`src/hw/rtl/mcpa_pkg.sv`:
```
// Shared types, constants and helpers of the midpoint circle address generator.
`default_nettype none

package mcpa_pkg;

    // Field widths of the input and result beats.
    localparam int unsigned COL_W      = 9;
    localparam int unsigned ROW_W      = 8;
    localparam int unsigned RAD_W      = 6;
    localparam int unsigned COLOR_W    = 8;
    localparam int unsigned ADDR_W     = 16;
    localparam int unsigned OP_W       = 8;
    localparam int unsigned IN_DATA_W  = 32;
    localparam int unsigned OUT_DATA_W = 136;

    // Default frame buffer line length in bytes, and the point limit per circle.
    localparam int unsigned LINE_STRIDE_DEF = 320;
    localparam int unsigned MAX_POINTS      = 47;
    localparam int unsigned COUNT_W         = 6;

    // Sequencer states.
    typedef enum logic [1:0] {
        ST_IDLE,
        ST_CENTER,
        ST_SCALE_B,
        ST_EMIT
    } t_state;

    // Operand treatment in the shared multiplier.
    typedef enum logic {
        MUL_RAW,
        MUL_SCALED
    } t_mul_kind;

    // Request to the shared multiplier.
    typedef struct packed {
        logic              en;
        t_mul_kind         kind;
        logic [OP_W-1:0]   value;
    } t_mul_req;

    // Load command for the output register.
    typedef struct packed {
        logic load;
        logic last;
    } t_pt_load;

    // Vertical scaling by 14/16, truncating.
    function automatic logic [OP_W-1:0] scale_14_16(input logic [OP_W-1:0] v);
        logic [OP_W+3:0] t;
        t = (OP_W+4)'(v) * (OP_W+4)'(14);
        return t[OP_W+3:4];
    endfunction

endpackage

`default_nettype wire

```
`src/hw/rtl/mcpa_scale_mul.sv`:
```
// Shared multiplier: operand (raw or scaled by 14/16) times the line stride.
`default_nettype none

module mcpa_scale_mul
    import mcpa_pkg::*;
#(
    parameter int unsigned LINE_STRIDE = LINE_STRIDE_DEF
) (
    input  wire logic              i_clk,
    input  wire t_mul_req          i_req,
    output logic [ADDR_W-1:0]      o_prod
);

    logic [OP_W-1:0]   w_op;
    logic [ADDR_W-1:0] n_prod;
    logic [ADDR_W-1:0] r_prod;

    // Select the operand and form the product modulo 65536.
    always_comb begin
        case (i_req.kind)
            MUL_SCALED: w_op = scale_14_16(i_req.value);
            MUL_RAW:    w_op = i_req.value;
            default:    w_op = i_req.value;
        endcase
        n_prod = ADDR_W'(w_op) * ADDR_W'(LINE_STRIDE);
    end

    // The product is registered before anything uses it.
    always_ff @(posedge i_clk) begin
        if (i_req.en) begin
            r_prod <= n_prod;
        end
    end

    assign o_prod = r_prod;

endmodule

`default_nettype wire

```
`src/hw/rtl/mcpa_addr_out.sv`:
```
// Output register: mirrors one point into eight byte offsets and holds the result beat.
`default_nettype none

module mcpa_addr_out
    import mcpa_pkg::*;
(
    input  wire logic                   i_clk,
    input  wire logic                   i_rst_n,
    input  wire t_pt_load               i_load,
    input  wire logic [ADDR_W-1:0]      i_center,
    input  wire logic [RAD_W-1:0]       i_a,
    input  wire logic [RAD_W-1:0]       i_b,
    input  wire logic [ADDR_W-1:0]      i_sa,
    input  wire logic [ADDR_W-1:0]      i_sb,
    input  wire logic [COLOR_W-1:0]     i_color,
    output logic                        o_free,
    output logic                        o_valid,
    input  wire logic                   i_ready,
    output logic [OUT_DATA_W-1:0]       o_data,
    output logic                        o_last
);

    logic [ADDR_W-1:0]     w_cap;
    logic [ADDR_W-1:0]     w_cam;
    logic [ADDR_W-1:0]     w_cbp;
    logic [ADDR_W-1:0]     w_cbm;
    logic [OUT_DATA_W-1:0] n_data;
    logic [OUT_DATA_W-1:0] r_data;
    logic                  r_valid;
    logic                  r_last;

    // Eight mirrored offsets, all wrapping modulo 65536.
    always_comb begin
        w_cap  = i_center + ADDR_W'(i_a);
        w_cam  = i_center - ADDR_W'(i_a);
        w_cbp  = i_center + ADDR_W'(i_b);
        w_cbm  = i_center - ADDR_W'(i_b);
        n_data = {i_color,
                  w_cbm - i_sa, w_cbm + i_sa, w_cbp - i_sa, w_cbp + i_sa,
                  w_cam - i_sb, w_cam + i_sb, w_cap - i_sb, w_cap + i_sb};
    end

    // The register may take a new beat when empty or when its beat leaves now.
    assign o_free = !r_valid || i_ready;

    // Valid flag.
    always_ff @(posedge i_clk) begin
        if (!i_rst_n) begin
            r_valid <= 1'b0;
        end else if (i_load.load) begin
            r_valid <= 1'b1;
        end else if (i_ready) begin
            r_valid <= 1'b0;
        end
    end

    // Beat payload.
    always_ff @(posedge i_clk) begin
        if (i_load.load) begin
            r_data <= n_data;
            r_last <= i_load.last;
        end
    end

    assign o_valid = r_valid;
    assign o_data  = r_data;
    assign o_last  = r_last;

endmodule

`default_nettype wire

```
`src/hw/rtl/midpoint_circle_pixel_addresses.sv`:
```
// Top level: circle command sequencer with midpoint stepping and the shared stride multiplier.
`default_nettype none

// Takes one circle command (center column, center row, radius, pen color) and
// emits one result beat per plotted point of the midpoint circle octant walk,
// each carrying eight mirrored byte offsets into a frame buffer of
// LINE_STRIDE-byte lines, the pen color, and tlast on the final point. A
// single multiplier by the line stride is shared by the center row and the
// 14/16-scaled row of both coordinates. A command steps through ST_CENTER and
// ST_SCALE_B, then alternates ST_EMIT and ST_SCALE_B for each point (at most
// 47 points); a stall on the result side holds ST_EMIT. The input is ready only
// while no command is being stepped; the last point may still wait in the
// output register while the next command is taken.
module midpoint_circle_pixel_addresses
    import mcpa_pkg::*;
#(
    parameter int unsigned LINE_STRIDE = LINE_STRIDE_DEF
) (
    input  wire logic                   i_clk,
    input  wire logic                   i_rst_n,
    input  wire logic                   s_axis_tvalid,
    output logic                        s_axis_tready,
    // center_col[8:0], center_row[16:9], radius[22:17], pen_color[30:23], zero[31]
    input  wire logic [IN_DATA_W-1:0]   s_axis_tdata,
    output logic                        m_axis_tvalid,
    input  wire logic                   m_axis_tready,
    // addr_pp[15:0], addr_pm[31:16], addr_mp[47:32], addr_mm[63:48],
    // addr_swap_pp[79:64], addr_swap_pm[95:80], addr_swap_mp[111:96],
    // addr_swap_mm[127:112], pixel_color[135:128]
    output logic [OUT_DATA_W-1:0]       m_axis_tdata,
    // last_point
    output logic                        m_axis_tlast
);

    logic [COL_W-1:0]     w_in_col;
    logic [ROW_W-1:0]     w_in_row;
    logic [RAD_W-1:0]     w_in_rad;
    logic [COLOR_W-1:0]   w_in_color;
    logic                 w_s_accept;

    t_state               r_state, n_state;
    logic [COL_W-1:0]     r_col, n_col;
    logic [COLOR_W-1:0]   r_color, n_color;
    logic [ADDR_W-1:0]    r_center, n_center;
    logic [ADDR_W-1:0]    r_sa, n_sa;
    logic [RAD_W-1:0]     r_a, n_a;
    logic [RAD_W-1:0]     r_b, n_b;
    logic signed [9:0]    r_d, n_d;
    logic [7:0]           r_e, n_e;
    logic signed [8:0]    r_se, n_se;
    logic                 r_dec, n_dec;
    logic [COUNT_W-1:0]   r_count, n_count;

    logic [RAD_W-1:0]     w_b1;
    logic                 w_cont;
    logic [7:0]           w_e2;
    logic signed [8:0]    w_se1;
    logic                 w_free;
    logic [ADDR_W-1:0]    w_prod;
    t_mul_req             w_mul_req;
    t_pt_load             w_load;

    // Unpack the command beat.
    assign w_in_col   = s_axis_tdata[8:0];
    assign w_in_row   = s_axis_tdata[16:9];
    assign w_in_rad   = s_axis_tdata[22:17];
    assign w_in_color = s_axis_tdata[30:23];
    assign w_s_accept = s_axis_tvalid && s_axis_tready;
    assign s_axis_tready = (r_state == ST_IDLE);

    // Shared stride multiplier.
    mcpa_scale_mul #(
        .LINE_STRIDE (LINE_STRIDE)
    ) u_mul (
        .i_clk  (i_clk),
        .i_req  (w_mul_req),
        .o_prod (w_prod)
    );

    // Output register and address mirroring.
    mcpa_addr_out u_out (
        .i_clk    (i_clk),
        .i_rst_n  (i_rst_n),
        .i_load   (w_load),
        .i_center (r_center),
        .i_a      (r_a),
        .i_b      (r_b),
        .i_sa     (r_sa),
        .i_sb     (w_prod),
        .i_color  (r_color),
        .o_free   (w_free),
        .o_valid  (m_axis_tvalid),
        .i_ready  (m_axis_tready),
        .o_data   (m_axis_tdata),
        .o_last   (m_axis_tlast)
    );

    // Sequencer: next state, stepping and multiplier requests.
    always_comb begin
        n_state   = r_state;
        n_col     = r_col;
        n_color   = r_color;
        n_center  = r_center;
        n_sa      = r_sa;
        n_a       = r_a;
        n_b       = r_b;
        n_d       = r_d;
        n_e       = r_e;
        n_se      = r_se;
        n_dec     = r_dec;
        n_count   = r_count;
        w_mul_req = '{en: 1'b1, kind: MUL_SCALED, value: '0};
        w_load    = '{load: 1'b0, last: 1'b0};

        // A south-east move lowers the row only after its point is out.
        w_b1   = r_dec ? r_b - RAD_W'(1) : r_b;
        w_cont = (w_b1 > r_a) && (r_count < COUNT_W'(MAX_POINTS));
        w_e2   = r_e + 8'd2;
        w_se1  = r_se + 9'sd2;

        case (r_state)
            ST_IDLE: begin
                // The row product is ready at the edge that takes the command.
                w_mul_req = '{en: 1'b1, kind: MUL_RAW, value: OP_W'(w_in_row)};
                if (w_s_accept) begin
                    n_col   = w_in_col;
                    n_color = w_in_color;
                    n_a     = '0;
                    n_b     = w_in_rad;
                    n_d     = 10'sd1 - $signed({4'b0, w_in_rad});
                    n_e     = 8'd3;
                    n_se    = 9'sd5 - $signed({2'b0, w_in_rad, 1'b0});
                    n_dec   = 1'b0;
                    n_count = COUNT_W'(1);
                    n_state = ST_CENTER;
                end
            end
            ST_CENTER: begin
                n_center  = ADDR_W'(r_col) + w_prod;
                w_mul_req = '{en: 1'b1, kind: MUL_SCALED, value: OP_W'(r_a)};
                n_state   = ST_SCALE_B;
            end
            ST_SCALE_B: begin
                n_sa      = w_prod;
                w_mul_req = '{en: 1'b1, kind: MUL_SCALED, value: OP_W'(r_b)};
                n_state   = ST_EMIT;
            end
            ST_EMIT: begin
                // While the result side stalls, the scaled row is held.
                w_mul_req = '{en: w_free, kind: MUL_SCALED, value: OP_W'(r_a + RAD_W'(1))};
                if (w_free) begin
                    w_load = '{load: 1'b1, last: !w_cont};
                    if (w_cont) begin
                        n_a     = r_a + RAD_W'(1);
                        n_b     = w_b1;
                        n_e     = w_e2;
                        n_count = r_count + COUNT_W'(1);
                        if (r_d[9]) begin
                            n_d   = r_d + $signed({2'b0, w_e2});
                            n_se  = w_se1;
                            n_dec = 1'b0;
                        end else begin
                            n_d   = r_d + $signed({w_se1[8], w_se1});
                            n_se  = w_se1 + 9'sd2;
                            n_dec = 1'b1;
                        end
                        n_state = ST_SCALE_B;
                    end else begin
                        n_state = ST_IDLE;
                    end
                end
            end
            default: begin
                n_state = ST_IDLE;
            end
        endcase
    end

    // Control and stepping registers.
    always_ff @(posedge i_clk) begin
        if (!i_rst_n) begin
            r_state <= ST_IDLE;
            r_a     <= '0;
            r_b     <= '0;
            r_d     <= '0;
            r_e     <= '0;
            r_se    <= '0;
            r_dec   <= 1'b0;
            r_count <= '0;
        end else begin
            r_state <= n_state;
            r_a     <= n_a;
            r_b     <= n_b;
            r_d     <= n_d;
            r_e     <= n_e;
            r_se    <= n_se;
            r_dec   <= n_dec;
            r_count <= n_count;
        end
    end

    // Command payload registers.
    always_ff @(posedge i_clk) begin
        r_col    <= n_col;
        r_color  <= n_color;
        r_center <= n_center;
        r_sa     <= n_sa;
    end

`ifndef SYNTH
    // A taken command blocks the input on the following cycle.
    a_busy_after_accept: assert property (@(posedge i_clk) disable iff (!i_rst_n)
        w_s_accept |=> !s_axis_tready)
        else $error("input ready right after a command was taken");

    // Every emitted point lies in the octant above the diagonal.
    a_octant: assert property (@(posedge i_clk) disable iff (!i_rst_n)
        (r_state == ST_EMIT) |-> (r_a <= r_b))
        else $error("stepped point left the octant");

    // Finishing a circle leaves its final point waiting with tlast.
    a_last_on_finish: assert property (@(posedge i_clk) disable iff (!i_rst_n)
        (r_state == ST_IDLE && $past(r_state) == ST_EMIT) |-> (m_axis_tvalid && m_axis_tlast))
        else $error("circle finished without a last point");

    // The point count never passes the limit.
    a_count_limit: assert property (@(posedge i_clk) disable iff (!i_rst_n)
        (r_state != ST_IDLE) |-> (r_count <= COUNT_W'(MAX_POINTS) && r_count != '0))
        else $error("point count out of range");
`endif

endmodule

`default_nettype wire
```
`config.mk`:
```
export PLATFORM = sky130hd
export DESIGN_NAME = midpoint_circle_pixel_addresses
export DESIGN_NICKNAME = d
export VERILOG_FILES = /design/src/hw/rtl/mcpa_pkg.sv /design/src/hw/rtl/mcpa_scale_mul.sv /design/src/hw/rtl/mcpa_addr_out.sv /design/src/hw/rtl/midpoint_circle_pixel_addresses.sv
export SDC_FILE = /design/constraint.sdc
export NUM_CORES = 1
export LEC_CHECK = 0
export ABC_AREA = 1
export BUFFER_PORTS_ARGS = -buffer_cell sky130_fd_sc_hd__buf_2
export CAP_MARGIN = 15
export CORE_MARGIN = 2
export CORE_UTILIZATION = 62
export DETAILED_ROUTE_END_ITERATION = 8
export PLACE_DENSITY = 0.92
export SYNTH_ARGS = -nofsm -noshare
export SYNTH_HDL_FRONTEND = slang
export SYNTH_HIERARCHICAL = 1
export SYNTH_SLANG_ARGS = --single-unit
```
`constraint.sdc`:
```
create_clock -name i_clk -period 7.55 [get_ports i_clk]
set_input_delay 0 -clock i_clk [delete_from_list [all_inputs] [get_ports i_clk]]
set_output_delay 0 -clock i_clk [all_outputs]
set_load 0.05 [all_outputs]
```
# Word level (Yosys, flattened, before mapping)
# Index checks and enable logic that the tools add are counted.
dict set report totals {
  regBits 239
  in_bits 36
  out_inout_bits 139
  word_cells 105
}
dict set report classes {
  n_addsub 24
  mul 2
  magnitude_cmp 2
  eq_ne 6
  muxes 42
  bitwise_logic 1
  reduce_logical 12
}
# operator count
set op_table {}
lappend op_table {{16-bit adder} 4}
lappend op_table {{16-bit subtractor} 4}
lappend op_table {{6-bit two-way mux} 10}
lappend op_table {{10-bit two-way mux} 4}
lappend op_table {{10-bit case mux with 4 select lines} 1}
lappend op_table {{9-bit two-way mux} 4}
lappend op_table {{6-bit case mux with 2 select lines} 3}
lappend op_table {{16-bit by 6-bit adder with 16-bit output} 2}
lappend op_table {{8-bit case mux with 2 select lines} 2}
lappend op_table {{16-bit by 6-bit subtractor with 16-bit output} 2}
lappend op_table {{8-bit two-way mux} 3}
lappend op_table {{10-bit by 9-bit adder with 10-bit output} 2}
lappend op_table {{10-bit case mux with 2 select lines} 1}
lappend op_table {{9-bit by 3-bit adder with 9-bit output (second input constant)} 2}
lappend op_table {{9-bit case mux with 2 select lines} 1}
lappend op_table {{9-bit by 16-bit adder with 16-bit output} 1}
lappend op_table {{6-bit by 1-bit adder with 6-bit output (second input constant)} 2}
lappend op_table {{8-bit by 3-bit multiplier with 11-bit output (second input constant)} 1}
lappend op_table {{8-bit by 3-bit multiplier with 10-bit output (second input constant)} 1}
lappend op_table {{2-bit two-way mux} 5}
lappend op_table {{8-bit by 2-bit adder with 8-bit output (second input constant)} 1}
lappend op_table {{2-bit case mux with 4 select lines} 1}
lappend op_table {{3-bit by 7-bit subtractor with 8-bit output (first input constant)} 1}
lappend op_table {{6-bit by 1-bit adder with 7-bit output (second input constant)} 1}
lappend op_table {{other kinds (18)} 30}

# Logic depth before layout (Yosys ltp)
# Gate-level depths: netlist (run 1).
dict set report depth {
  word_depth 8
  mapped_depth 26
  depth_no_buf 25
}

# By module
# Netlist (run 1), hierarchy kept.
# mod instances cells_per_inst area_per_inst_um2 seq_area_each_um2
set by_module_without_submodules {}
lappend by_module_without_submodules {mcpa_addr_out 1 1689 12684.7 4013.8}
lappend by_module_without_submodules {midpoint_circle_pixel_addresses 1 736 5715.5 2412.3}
lappend by_module_without_submodules {mcpa_scale_mul 1 158 1282.5 300.3}

# Worst setup path after synthesis (run 1)
# OpenSTA, ideal clock, no wires.
dict set report synth_path {
  path_kind {register -> register}
  startpoint {register u_out.r_valid, in the netlist u_out/o_valid}
  endpoint {register r_state[1]}
  setup_ps 155
  arrival_time_ps 6756
  required_time_ps 7395
  slack_ps 638
  path_stages_with_launch 6
  n_path_buf 0
  path_cell_list {dfxtp_1 > nand2_1 > inv_1 > nor2_1 > a21boi_0 > nor3_1}
}
dict set report synth_between {
  elab_chain_len 4
}
# item line_no
set synth_rtl {}
lappend synth_rtl {{from (decl)} mcpa_addr_out.sv:29} ;# logic r_valid;
lappend synth_rtl {{from (signal assigned)} mcpa_addr_out.sv:49} ;# r_valid <= 1'b0;
lappend synth_rtl {{from (signal assigned)} mcpa_addr_out.sv:51} ;# r_valid <= 1'b1;
lappend synth_rtl {{from (signal assigned)} mcpa_addr_out.sv:53} ;# r_valid <= 1'b0;
lappend synth_rtl {{1-bit logical NOT} mcpa_addr_out.sv:44} ;# assign o_free = !r_valid || i_ready;
lappend synth_rtl {{1-bit logical OR} mcpa_addr_out.sv:44}
lappend synth_rtl {{net w_free} midpoint_circle_pixel_addresses.sv:58} ;# logic w_free;
lappend synth_rtl {{2-bit inequality test (no line)} -}
lappend synth_rtl {{2-bit AND reduction (no line)} -}
lappend synth_rtl {{to (signal assigned)} midpoint_circle_pixel_addresses.sv:191} ;# r_state <= n_state;
lappend synth_rtl {{to (decl)} midpoint_circle_pixel_addresses.sv:41} ;# t_state r_state, n_state;
# The timed path passes the listed nets, and every way through them passes these cells.
# A chain may end at the register's enable or synchronous reset.

==> results of run 1 <==
==> area by class of cell <==
cell class / instances / area [µm²]
Multi-Input combinational cell: 1900 / 11100
Fill cell: 2547 / 9590
Sequential cell: 240 / 6730
Inverter: 378 / 1420
Timing Repair Buffer: 202 / 1150
Clock buffer: 34 / 702
Tap cell: 402 / 503
Clock inverter: 13 / 154
==> flip-flops by register name, indices dropped and copies added, names as in the netlist, 2 cells and up <==
register / count
r_count: 6
r_se: 8
r_center: 16
r_state: 2
r_color: 8
r_sa: 16
r_d: 10
r_a: 6
r_e: 8
u_out/o_data: 132
r_b: 6
u_mul/o_prod: 10
r_col: 9
==> cells by family after synthesis <==
group / count (synthesis) / synth area share [%]
AND/OR/NAND/NOR: 1204 / 25.7
buffers and inverters: 448 / 9.31
AO/OA/AOI/OAI: 308 / 8.68
flip-flops: 240 / 34.2
adder cells (fa/ha/maj): 221 / 14.9
XOR/XNOR: 161 / 7.16
other: 1 / 0.0191
==> how the worst max path moves through the flow <==
| stage | to | cells after the start | slack (ns) |
|---|---|---|---|
| after floorplan | r_state[1]$_SDFFE_PN0P_ | 5 | 0.64 |
| after global placement | u_mul/o_prod[15]$_DFFE_PP_ | 23 | 2.49 |
| after detailed placement | u_mul/o_prod[15]$_DFFE_PP_ | 23 | 2.34 |
| after CTS | u_mul/o_prod[15]$_DFFE_PP_ | 23 | 2.32 |
| after global routing | u_mul/o_prod[15]$_DFFE_PP_ | 23 | 1.86 |
| final | u_mul/o_prod[15]$_DFFE_PP_ | 23 | 2.26 |
==> Yosys cell counts, drive strengths merged, types with 5 or more instances <==
master,instances
clkbuf,11
or2,5
edfxtp,192
xnor2,19
o21ai,84
inv,376
xor2,142
a21o,14
nor3,32
nand3b,12
nor2,256
nand3,175
fa,23
ha,198
dfxtp,48
buf,59
nand2,679
a31oi,9
a21oi,168
and2,5
nand4,37
o21bai,17
==> worst max-delay path, stage by stage (launching register included) <==
cell and delay (ns):
dfxtp_1 0.38, nand2_2 0.37, inv_4 0.52, o21ai_0 0.17
a21oi_1 0.18, a21oi_1 0.08, o211ai_1 0.26, fa_1 0.50
nand2_1 0.08, inv_1 0.07, fa_1 0.43, nand2_1 0.09
nand2_1 0.09, nand2_1 0.08, xor2_1 0.15, o21ai_1 0.10
ha_1 0.30, ha_1 0.21, inv_1 0.08, fa_1 0.48
nor3_1 0.20, nor2_1 0.08, nand3_1 0.07, nand2_1 0.06
==> timing repair <==
item	4_1_cts	5_1_grt
hold endpoints to repair	36	0
hold buffers	25	0
endpoints found under the setup margin	0	0
==> routing by layer <==
| metal | part of all wire [%] | vias to the layer above | track usage (%) | wire (µm) |
|---|---|---|---|---|
| met5 | 0 | - | 0 | 0 |
| met4 | 3.6 | 0 | 12.1 | 2030 |
| met3 | 8.8 | 158 | 3.81 | 4930 |
| met2 | 47 | 974 | 56.2 | 26100 |
| met1 | 41 | 8400 | 44.8 | 22900 |
| li1 | - | 8675 | - | - |
==> power groups by stage <==
stage	combinational [µW]	sequential, µW	clock, µW
after floorplan	3370	2230	0
after global placement	4560	2110	0
after detailed placement	4650	2120	0
after CTS	4700	2090	1320
after global routing	5370	2120	1370
final	4860	2110	1310
==> through the flow <==
step	hold slack [ns]	util, %	total power [µW]	instances
floorplan	0.0989	-	5600	2588
global placement	0.178	65.9	6670	3097
detailed placement	0.178	65.9	6760	3097
CTS	0.0205	69.5	8110	3169
global route	0.0959	69.5	8860	3169
finish	0.0658	69.5	8270	3169
==> cell usage in the layout, fill, tap and decap left out, drive strengths merged, types with 2 or more instances in the layout <==
cell	count
a21boi	4
a21o	14
a21oi	168
a31oi	9
and2	5
buf	177
bufinv	3
clkbuf	34
clkinv	8
clkinvlp	4
conb	6
dfxtp	48
dlygate4sd3	25
edfxtp	192
fa	23
ha	198
inv	376
nand2	679
nand3	175
nand3b	12
nand4	37
nor2	256
nor3	32
nor4	2
o2111ai	3
o211ai	4
o21ai	84
o21bai	17
or2	5
xnor2	19
xor2	142
==> metrics, run 1 <==
Netlist cell types 54; vias roughly 18000; die span in x 182 µm; Die Y-Extent 182 µm; Yosys Warn Count 6; initial antenna violation count 0; Reg2Reg Depth 23; worst slew pin tran between 0.9 and 1 ns; HP Start s_axis_tdata[21]; Seq/Total Area, Yosys around 34%; launching point of the worst reg2reg path r_state[0]$_SDFFE_PN0P_; PortBufs around 170; n_diodes 0; asr flop ratio synth 0%; hold path endpoint r_d[4]$_SDFFE_PN0P_; CTS H-tree lvls 1; crit path launch type flop; # IOs 175; Clock transition at path regs about 0.060 ns; worst slack, placed 2.34 ns; CP Capture Type flop; mean routed wirelength per cell approximately 18 µm; DP HPWL approximately 42000 µm; design area around 22000 µm²; maximum vdd drop around 0.21 mV; worst setup path start r_state[0]$_SDFFE_PN0P_; Final nets ~3000; post-synth top area share slightly below 30%; Vias/cell 5.75; area post-placement approximately 21000 µm²; DIE AREA between 30000 and 40000 µm²; Post-Syn Area 19700 µm²; post-CTS resize count 0; Area contributors post-synth edfxtp_1 29%, nand2_1 13%, ha_1 13%; CTS tree yes; crit-path max FO 45; DRC viols 0; Final ANT Viol Nets 0; # Max-Cap Violations 0; pin count of the biggest net entering global routing 66; gr usage total approximately a third; Power per Cell Area around 380 nW/µm²; Max Slew Vio Count 0; setup TNS 0 ns; Sw Pwr about 4100 µW; Hold Crit Class in2reg; RR Endpoint u_mul/o_prod[15]$_DFFE_PP_; Cells on Worst Hold Path 6; sequential group share of total power around a quarter; Worst R2R Setup Slack 2.26 ns; Leak approximately 0.011 µW; DR pass1 iterations 7; clk_lat worst skew between 0.5 and 0.6 ns; First DRT Iteration DRCs just under 2000; first-pass GRT wire length between 80000 and 90000 µm; area leader, netlist edfxtp_1; final worst slack ~2.3 ns; count of flip-flops with a built-in enable after synthesis roughly 190; sw frac between 40% and 50%; global placement routability congestion 1.03; number of global-route vias before repair between 15000 and 20000; RSZ-0062 raised after global routing no; Sinks on Clock Net 240; Initial Utilization a little over three fifths; final setup vio count 0; Clk Tree Root Cell clkbuf_16; clock share of power approximately 16%; final period utilization 70.1%; Max-Slew Margin vs Limit around 37%; Worst Skew around 0.021 ns; run status finished clean; ratio of cells with drive above 1 in the final layout 9.54%; Seq cells post-synth 240; total CTS buffers 27; P_int about 4200 µW; postcts setup bufs 0; Bufs on Longest Clock Path 3; synth-to-layout area growth 10.8%; final wirelength about 56000 µm; Final Hold Vio Count 0; Fmax achieved approximately 190 MHz; critical path arrival between 5 and 6 ns; required time worst endpoint ~8 ns; Avg Cell Area, Syn 7.62 µm²; combinational power share 58.7%; top_reg_cell synth edfxtp_1; std cell rows 65; minimum clock period between 5 and 6 ns; Crit Path Category reg2reg; Syn Inst Count between 2000 and 3000; core area 31400 µm²; total gr overflow 0
No activity file was read; power rests on OpenSTA's default activity.
==> inputs of run 2 (changes only) <==
==> constraint.sdc (replaced) <==
create_clock -name i_clk -period 5.21 [get_ports i_clk]
set_input_delay 0 -clock i_clk [delete_from_list [all_inputs] [get_ports i_clk]]
set_output_delay 0 -clock i_clk [all_outputs]
set_load 0.05 [all_outputs]
==> run 2 against run 1 <==
Against the previous run:
- wire length is 0.94% lower
- clock skew down 0.0072 ns
- hold slack improved by 0.0071 ns
- sequential power rose by 45%
- sequential share of layout area hardly changed
- first-iteration DRC count shrank 3.2%
- non-clock buffer count grew 7
- combinational power up 45%
- clock power up 37%
- register-to-register slack got worse by 1.8 ns
==> metrics, run 2 (synthesized netlist as in run 1, its figures left out) <==
ratio of cells with drive above 1 in the final layout 9.69%; worst slew pin tran 1.03 ns; total CTS buffers 27; Sinks on Clock Net between 200 and 250; crit path launch type flop; required time worst endpoint between 5 and 6 ns; sw frac 49.8%; global placement routability congestion 0.991; Max-Slew Margin vs Limit between 30% and 40%; final wirelength roughly 55000 µm; total gr overflow 0; CP Capture Type flop; met2 GRT Util between 50% and 60%; synth-to-layout area growth 10.9%; pin count of the biggest net entering global routing 81; Fmax achieved 211 MHz; P_int 5970 µW; Bufs on Longest Clock Path 3; Cells on Worst Hold Path 4; Clk Tree Root Cell clkbuf_16; Die Y-Extent around 180 µm; Sw Pwr 5910 µW; sequential group share of total power 25.7%; combinational power share between 50% and 60%; vias 18100; DIE AREA between 30000 and 40000 µm²; std cell rows 65; Power per Cell Area roughly 540 nW/µm²; Pwr Total 11900 µW; Final Hold Vio Count 0; final period utilization around nine tenths; Max Slew Vio Count 0; PortBufs roughly 170; maximum vdd drop around 0.33 mV; # Max-Cap Violations 0; clk_lat worst skew roughly 0.56 ns; first-pass GRT wire length just under 90000 µm; die span in x approximately 180 µm; crit-path max FO 8; grt met3 use 3.85%; Initial Utilization 62.7%; number of flip-flops under the largest register name roughly 130; DR pass1 iterations 6; Crit Path Category reg2reg; minimum clock period about 4.7 ns; mean routed wirelength per cell ~17 µm; Worst R2R Setup Slack around 0.46 ns; DP HPWL ~42000 µm; GR Layer Usage met1 44.1%; Worst Skew 0.0137 ns; run status finished clean; fin cells 3177; HP Start s_axis_tvalid; Vias/cell 5.70; core area approximately 31000 µm²; hold path endpoint r_count[4]$_SDFFE_PN0P_; most frequent cells in the layout 667 x nand2_1, 363 x inv_1, 247 x nor2_1; Reg2Reg Depth 20; launching point of the worst reg2reg path r_a[1]$_SDFFE_PN0P_; setup TNS 0 ns; number of global-route vias before repair approximately 17000; initial antenna violation count 0; Final nets 3013; RR Endpoint u_mul/o_prod[15]$_DFFE_PP_; worst setup path start r_a[1]$_SDFFE_PN0P_; final setup vio count 0; DRC viols 0; GR peak layer met2; First DRT Iteration DRCs around 1900; RSZ-0062 raised after global routing no; Final ANT Viol Nets 0; Hold Crit Class in2reg; Placed Cells roughly 3100; n_diodes 0; CTS H-tree lvls 1; CTS tree yes; commonest non-fill, non-tap cell in the layout nand2_1; critical path arrival 5.05 ns; gr usage total about a third; # IOs about 180; clock share of power ~15%; Leak between 0.01 and 0.015 µW; Clock transition at path regs about 0.06 ns; Fillers approximately 2500
-- run 2: worst max-delay path by stage --
stage	endpoint	slack, ns	cells after the start
2_1_floorplan	u_mul/o_prod[15]$_DFFE_PP_	0.30	21
3_3_place_gp	u_mul/o_prod[15]$_DFFE_PP_	0.68	20
3_5_place_dp	u_mul/o_prod[15]$_DFFE_PP_	0.51	20
4_1_cts	u_mul/o_prod[15]$_DFFE_PP_	0.48	20
5_1_grt	u_mul/o_prod[15]$_DFFE_PP_	0.06	22
6_report	u_mul/o_prod[15]$_DFFE_PP_	0.46	20
-- run 2: power groups by stage --
stage	Sequential (µW)	Clock [µW]	Combinational, µW
final	3050	1790	7040
after global routing	3070	1880	7750
after CTS	3030	1820	6810
after detailed placement	3070	0	6730
after global placement	3060	0	6610
after floorplan	3230	0	4880
-- run 2: worst max-delay path: stages (launching register included) --
cell and delay [ns]:
dfxtp_1 0.51, ha_1 0.27, nand2_1 0.09, nor3_1 0.23, nor2_1 0.09, nand2_1 0.07
o2111ai_1 0.30, fa_1 0.54, ha_1 0.33, a21oi_1 0.16, nand2_1 0.12, xor2_1 0.15
o21ai_0 0.27, ha_1 0.22, ha_1 0.20, inv_1 0.08, fa_1 0.47, nor3_1 0.20
nor2_1 0.08, nand3_1 0.07, nand2_1 0.05
-- run 2: per-layer routing --
| layer | part of all wire, % | wire length (µm) |
|---|---|---|
| met2 | 46 | 25700 |
| met5 | 0 | 0 |
| met4 | 3.1 | 1710 |
| met1 | 42 | 23300 |
| met3 | 8.6 | 4770 |
-- run 2: repair_timing --
item | in CTS | in global routing
resized for setup | 0 | 0
hold buffers | 30 | 0
buffers inserted | 0 | 0
endpoints found under the setup margin | 0 | 0
hold endpoints to repair | 53 | 0
-- run 2: stage by stage --
step                      setup WS [ns]  cell area (µm²)  hold WS [ns]  util, %
after floorplan                   0.299            19700        0.0989        -
after global placement            0.682            20700         0.178     66.0
after detailed placement          0.514            20700         0.178     66.0
after CTS                         0.479            21800        0.0512     69.6
after global routing             0.0613            21800        0.0946     69.6
final                             0.464            21800        0.0729     69.6
-- run 2: area by class of cell --
type                    instances  area, µm²  share of cell area [%]
clock buffers                  34        737                    3.37
clock inverters                14       86.3                   0.395
inverters                     378       1420                    6.52
multi-input cells            1900      11100                    51.1
flip-flops and latches        240       6730                    30.8
well taps                     402        503                    2.30
repair buffers                209       1210                    5.55
==> inputs of run 3 (changes only) <==
--- a/config.mk
+++ b/config.mk
@@ -7,11 +7,12 @@
 export LEC_CHECK = 0
 export ABC_AREA = 1
 export BUFFER_PORTS_ARGS = -buffer_cell sky130_fd_sc_hd__buf_2
-export CAP_MARGIN = 15
+export CAP_MARGIN = 20
 export CORE_MARGIN = 2
 export CORE_UTILIZATION = 62
 export DETAILED_ROUTE_END_ITERATION = 8
-export PLACE_DENSITY = 0.92
+export GPL_ROUTABILITY_DRIVEN = 0
+export PLACE_DENSITY = 0.83
 export SYNTH_ARGS = -nofsm -noshare
 export SYNTH_HDL_FRONTEND = slang
 export SYNTH_HIERARCHICAL = 1
==> run 3 against run 2 <==
Against the previous run:
- hold slack got worse by 0.041 ns
- power up 1.1%
- setup slack improved by 0.0026 ns
- design area is 0.42% higher
- wire length shrank 6.8%
- clock-buffer cell count rose by 1
- die area unchanged
- sequential share of layout area down 0.13 points
- critical endpoint unchanged
- largest cell class unchanged
==> metrics, run 3 (synthesized netlist as in run 1, its figures left out) <==
run status finished clean; Reg area 6730 µm²; Cells on Worst Hold Path 5; Crit Path Category reg2reg; Hold Crit Class in2reg; Sinks on Clock Net 240; n_diodes 0; gr usage total 30.8%; required time worst endpoint roughly 5.5 ns; commonest non-fill, non-tap cell in the layout nand2_1; final wirelength between 50000 and 60000 µm; Clk Tree Root Cell clkbuf_16; core area approximately 31000 µm²; pin count of the biggest net entering global routing 69; Final nets about 3000; initial antenna violation count 0; launching point of the worst reg2reg path r_a[1]$_SDFFE_PN0P_; hold path endpoint r_b[4]$_SDFFE_PN0P_; clk_lat worst skew between 0.5 and 0.6 ns; total gr overflow 0; design area 21900 µm²; crit path launch type flop; crit-path max FO 8; number of global-route vias before repair 17200; # IOs around 180; CTS tree yes; total CTS buffers 26; Leak ~0.011 µW; worst slew pin tran 0.888 ns; first-pass GRT wire length around 83000 µm; # Max-Cap Violations 0; Worst R2R Setup Slack roughly 0.47 ns; HP Start s_axis_tdata[21]; Fmax achieved 211 MHz; routed wl met3 between 4000 and 5000 µm; die span in x about 180 µm; final worst slack between 0.4 and 0.5 ns; DIE AREA roughly 33000 µm²; Vias/cell approximately 5.7; CTS H-tree lvls 1; most frequent cells in the layout 667 x nand2_1, 363 x inv_1, 247 x nor2_1; met1 WL 20900 µm; DRC viols 0; Worst Skew 0.0268 ns; vias 18100; Final Hold Vio Count 0; Fillers approximately 2500; Clock transition at path regs 0.06 ns; worst slack, placed roughly 0.51 ns; Power per Cell Area between 500 and 600 nW/µm²; DP HPWL roughly 40000 µm; DR pass1 iterations 6; multi-input logic area approximately 11000 µm²; post-CTS resize count 0; critical path arrival about 5 ns; met2 wire length 23300 µm; Max-Slew Margin vs Limit 40.8%; mean routed wirelength per cell 16.3 µm; max layer used met4; area post-placement between 20000 and 25000 µm²; number of flip-flops under the largest register name roughly 130; Max Slew Vio Count 0; synth-to-layout area growth 11.4%; maximum vdd drop between 0.3 and 0.4 mV; final setup vio count 0; RSZ-0062 raised after global routing no; Bufs on Longest Clock Path 3; minimum clock period between 4 and 5 ns; CP Capture Type flop; ratio of cells with drive above 1 in the final layout 9.74%; std cell rows 65; Die Y-Extent ~180 µm; Reg2Reg Depth 20; RR Endpoint u_mul/o_prod[15]$_DFFE_PP_; First DRT Iteration DRCs 1849; setup TNS 0 ns; PortBufs 173; Final ANT Viol Nets 0; Initial Utilization about 63%; final period utilization about 90%
[run 3: cell count changes in the layout (fill, tap and decap cells not counted), sizes merged]
cell and delta:
clkinv -1, inv -1, dlygate4sd3 -4, clkbuf +1, bufinv +4, clkinvlp -3
[run 3: per-stage QoR]
step	instances	total power (µW)	utilization [%]	hold slack [ns]
6_report	3173	12000	69.9	0.0314
5_1_grt	3173	12900	69.9	0.0299
4_1_cts	3173	11800	69.9	0.00437
3_5_place_dp	3099	9710	66.0	0.178
3_3_place_gp	3099	9490	66.0	0.176
2_1_floorplan	2588	8120	-	0.0989
[run 3: metal layers]
layer / up-vias / global-route usage (%)
li1: 8687 / -
met4: 0 / 13.7
met1: 8221 / 40.3
met5: - / 0
met3: 197 / 5.13
met2: 972 / 50.7
[run 3: what timing repair did]
item | CTS | global route
endpoints found under the hold margin | 43 | 0
buffers inserted | 0 | 0
hold buffers | 26 | 0
[run 3: area by class of cell]
type	instances	share of cell area (%)
Timing Repair Buffer	205	5.34
Multi-Input combinational cell	1900	50.8
Tap cell	402	2.29
Sequential cell	240	30.7
Inverter	378	6.49
Clock buffer	35	3.51
Clock inverter	13	0.850
[run 3: worst max-delay path: stages (launching register included)]
cell	delay, ns
dfxtp_1	0.51
ha_1	0.26
nand2_1	0.08
nor3_1	0.24
nor2_1	0.10
nand2_1	0.07
o2111ai_1	0.29
fa_1	0.54
ha_1	0.33
a21oi_1	0.17
nand2_1	0.13
xor2_1	0.15
o21ai_0	0.25
ha_1	0.21
ha_1	0.21
inv_1	0.08
fa_1	0.49
nor3_1	0.20
nor2_1	0.08
nand3_1	0.07
nand2_1	0.05
[run 3: worst max-delay path by stage]
stage                            start                          to  slack, ns
5_1_grt        r_state[1]$_SDFFE_PN0P_  u_mul/o_prod[15]$_DFFE_PP_       0.20
4_1_cts            r_a[1]$_SDFFE_PN0P_  u_mul/o_prod[15]$_DFFE_PP_       0.49
3_3_place_gp       r_a[0]$_SDFFE_PN0P_  u_mul/o_prod[15]$_DFFE_PP_       0.69
6_report           r_a[1]$_SDFFE_PN0P_  u_mul/o_prod[15]$_DFFE_PP_       0.47
2_1_floorplan  r_state[0]$_SDFFE_PN0P_  u_mul/o_prod[15]$_DFFE_PP_       0.30
3_5_place_dp       r_a[1]$_SDFFE_PN0P_  u_mul/o_prod[15]$_DFFE_PP_       0.51
[run 3: power by group]
| part | leakage, µW | total, µW | internal [µW] | switching (µW) |
|---|---|---|---|---|
| clock network | 0.000467 | 2020 | 1240 | 780 |
| logic | 0.00821 | 6930 | 2220 | 4700 |
| registers | 0.00217 | 3060 | 2740 | 319 |
| total | 0.0109 | 12000 | 6200 | 5800 |
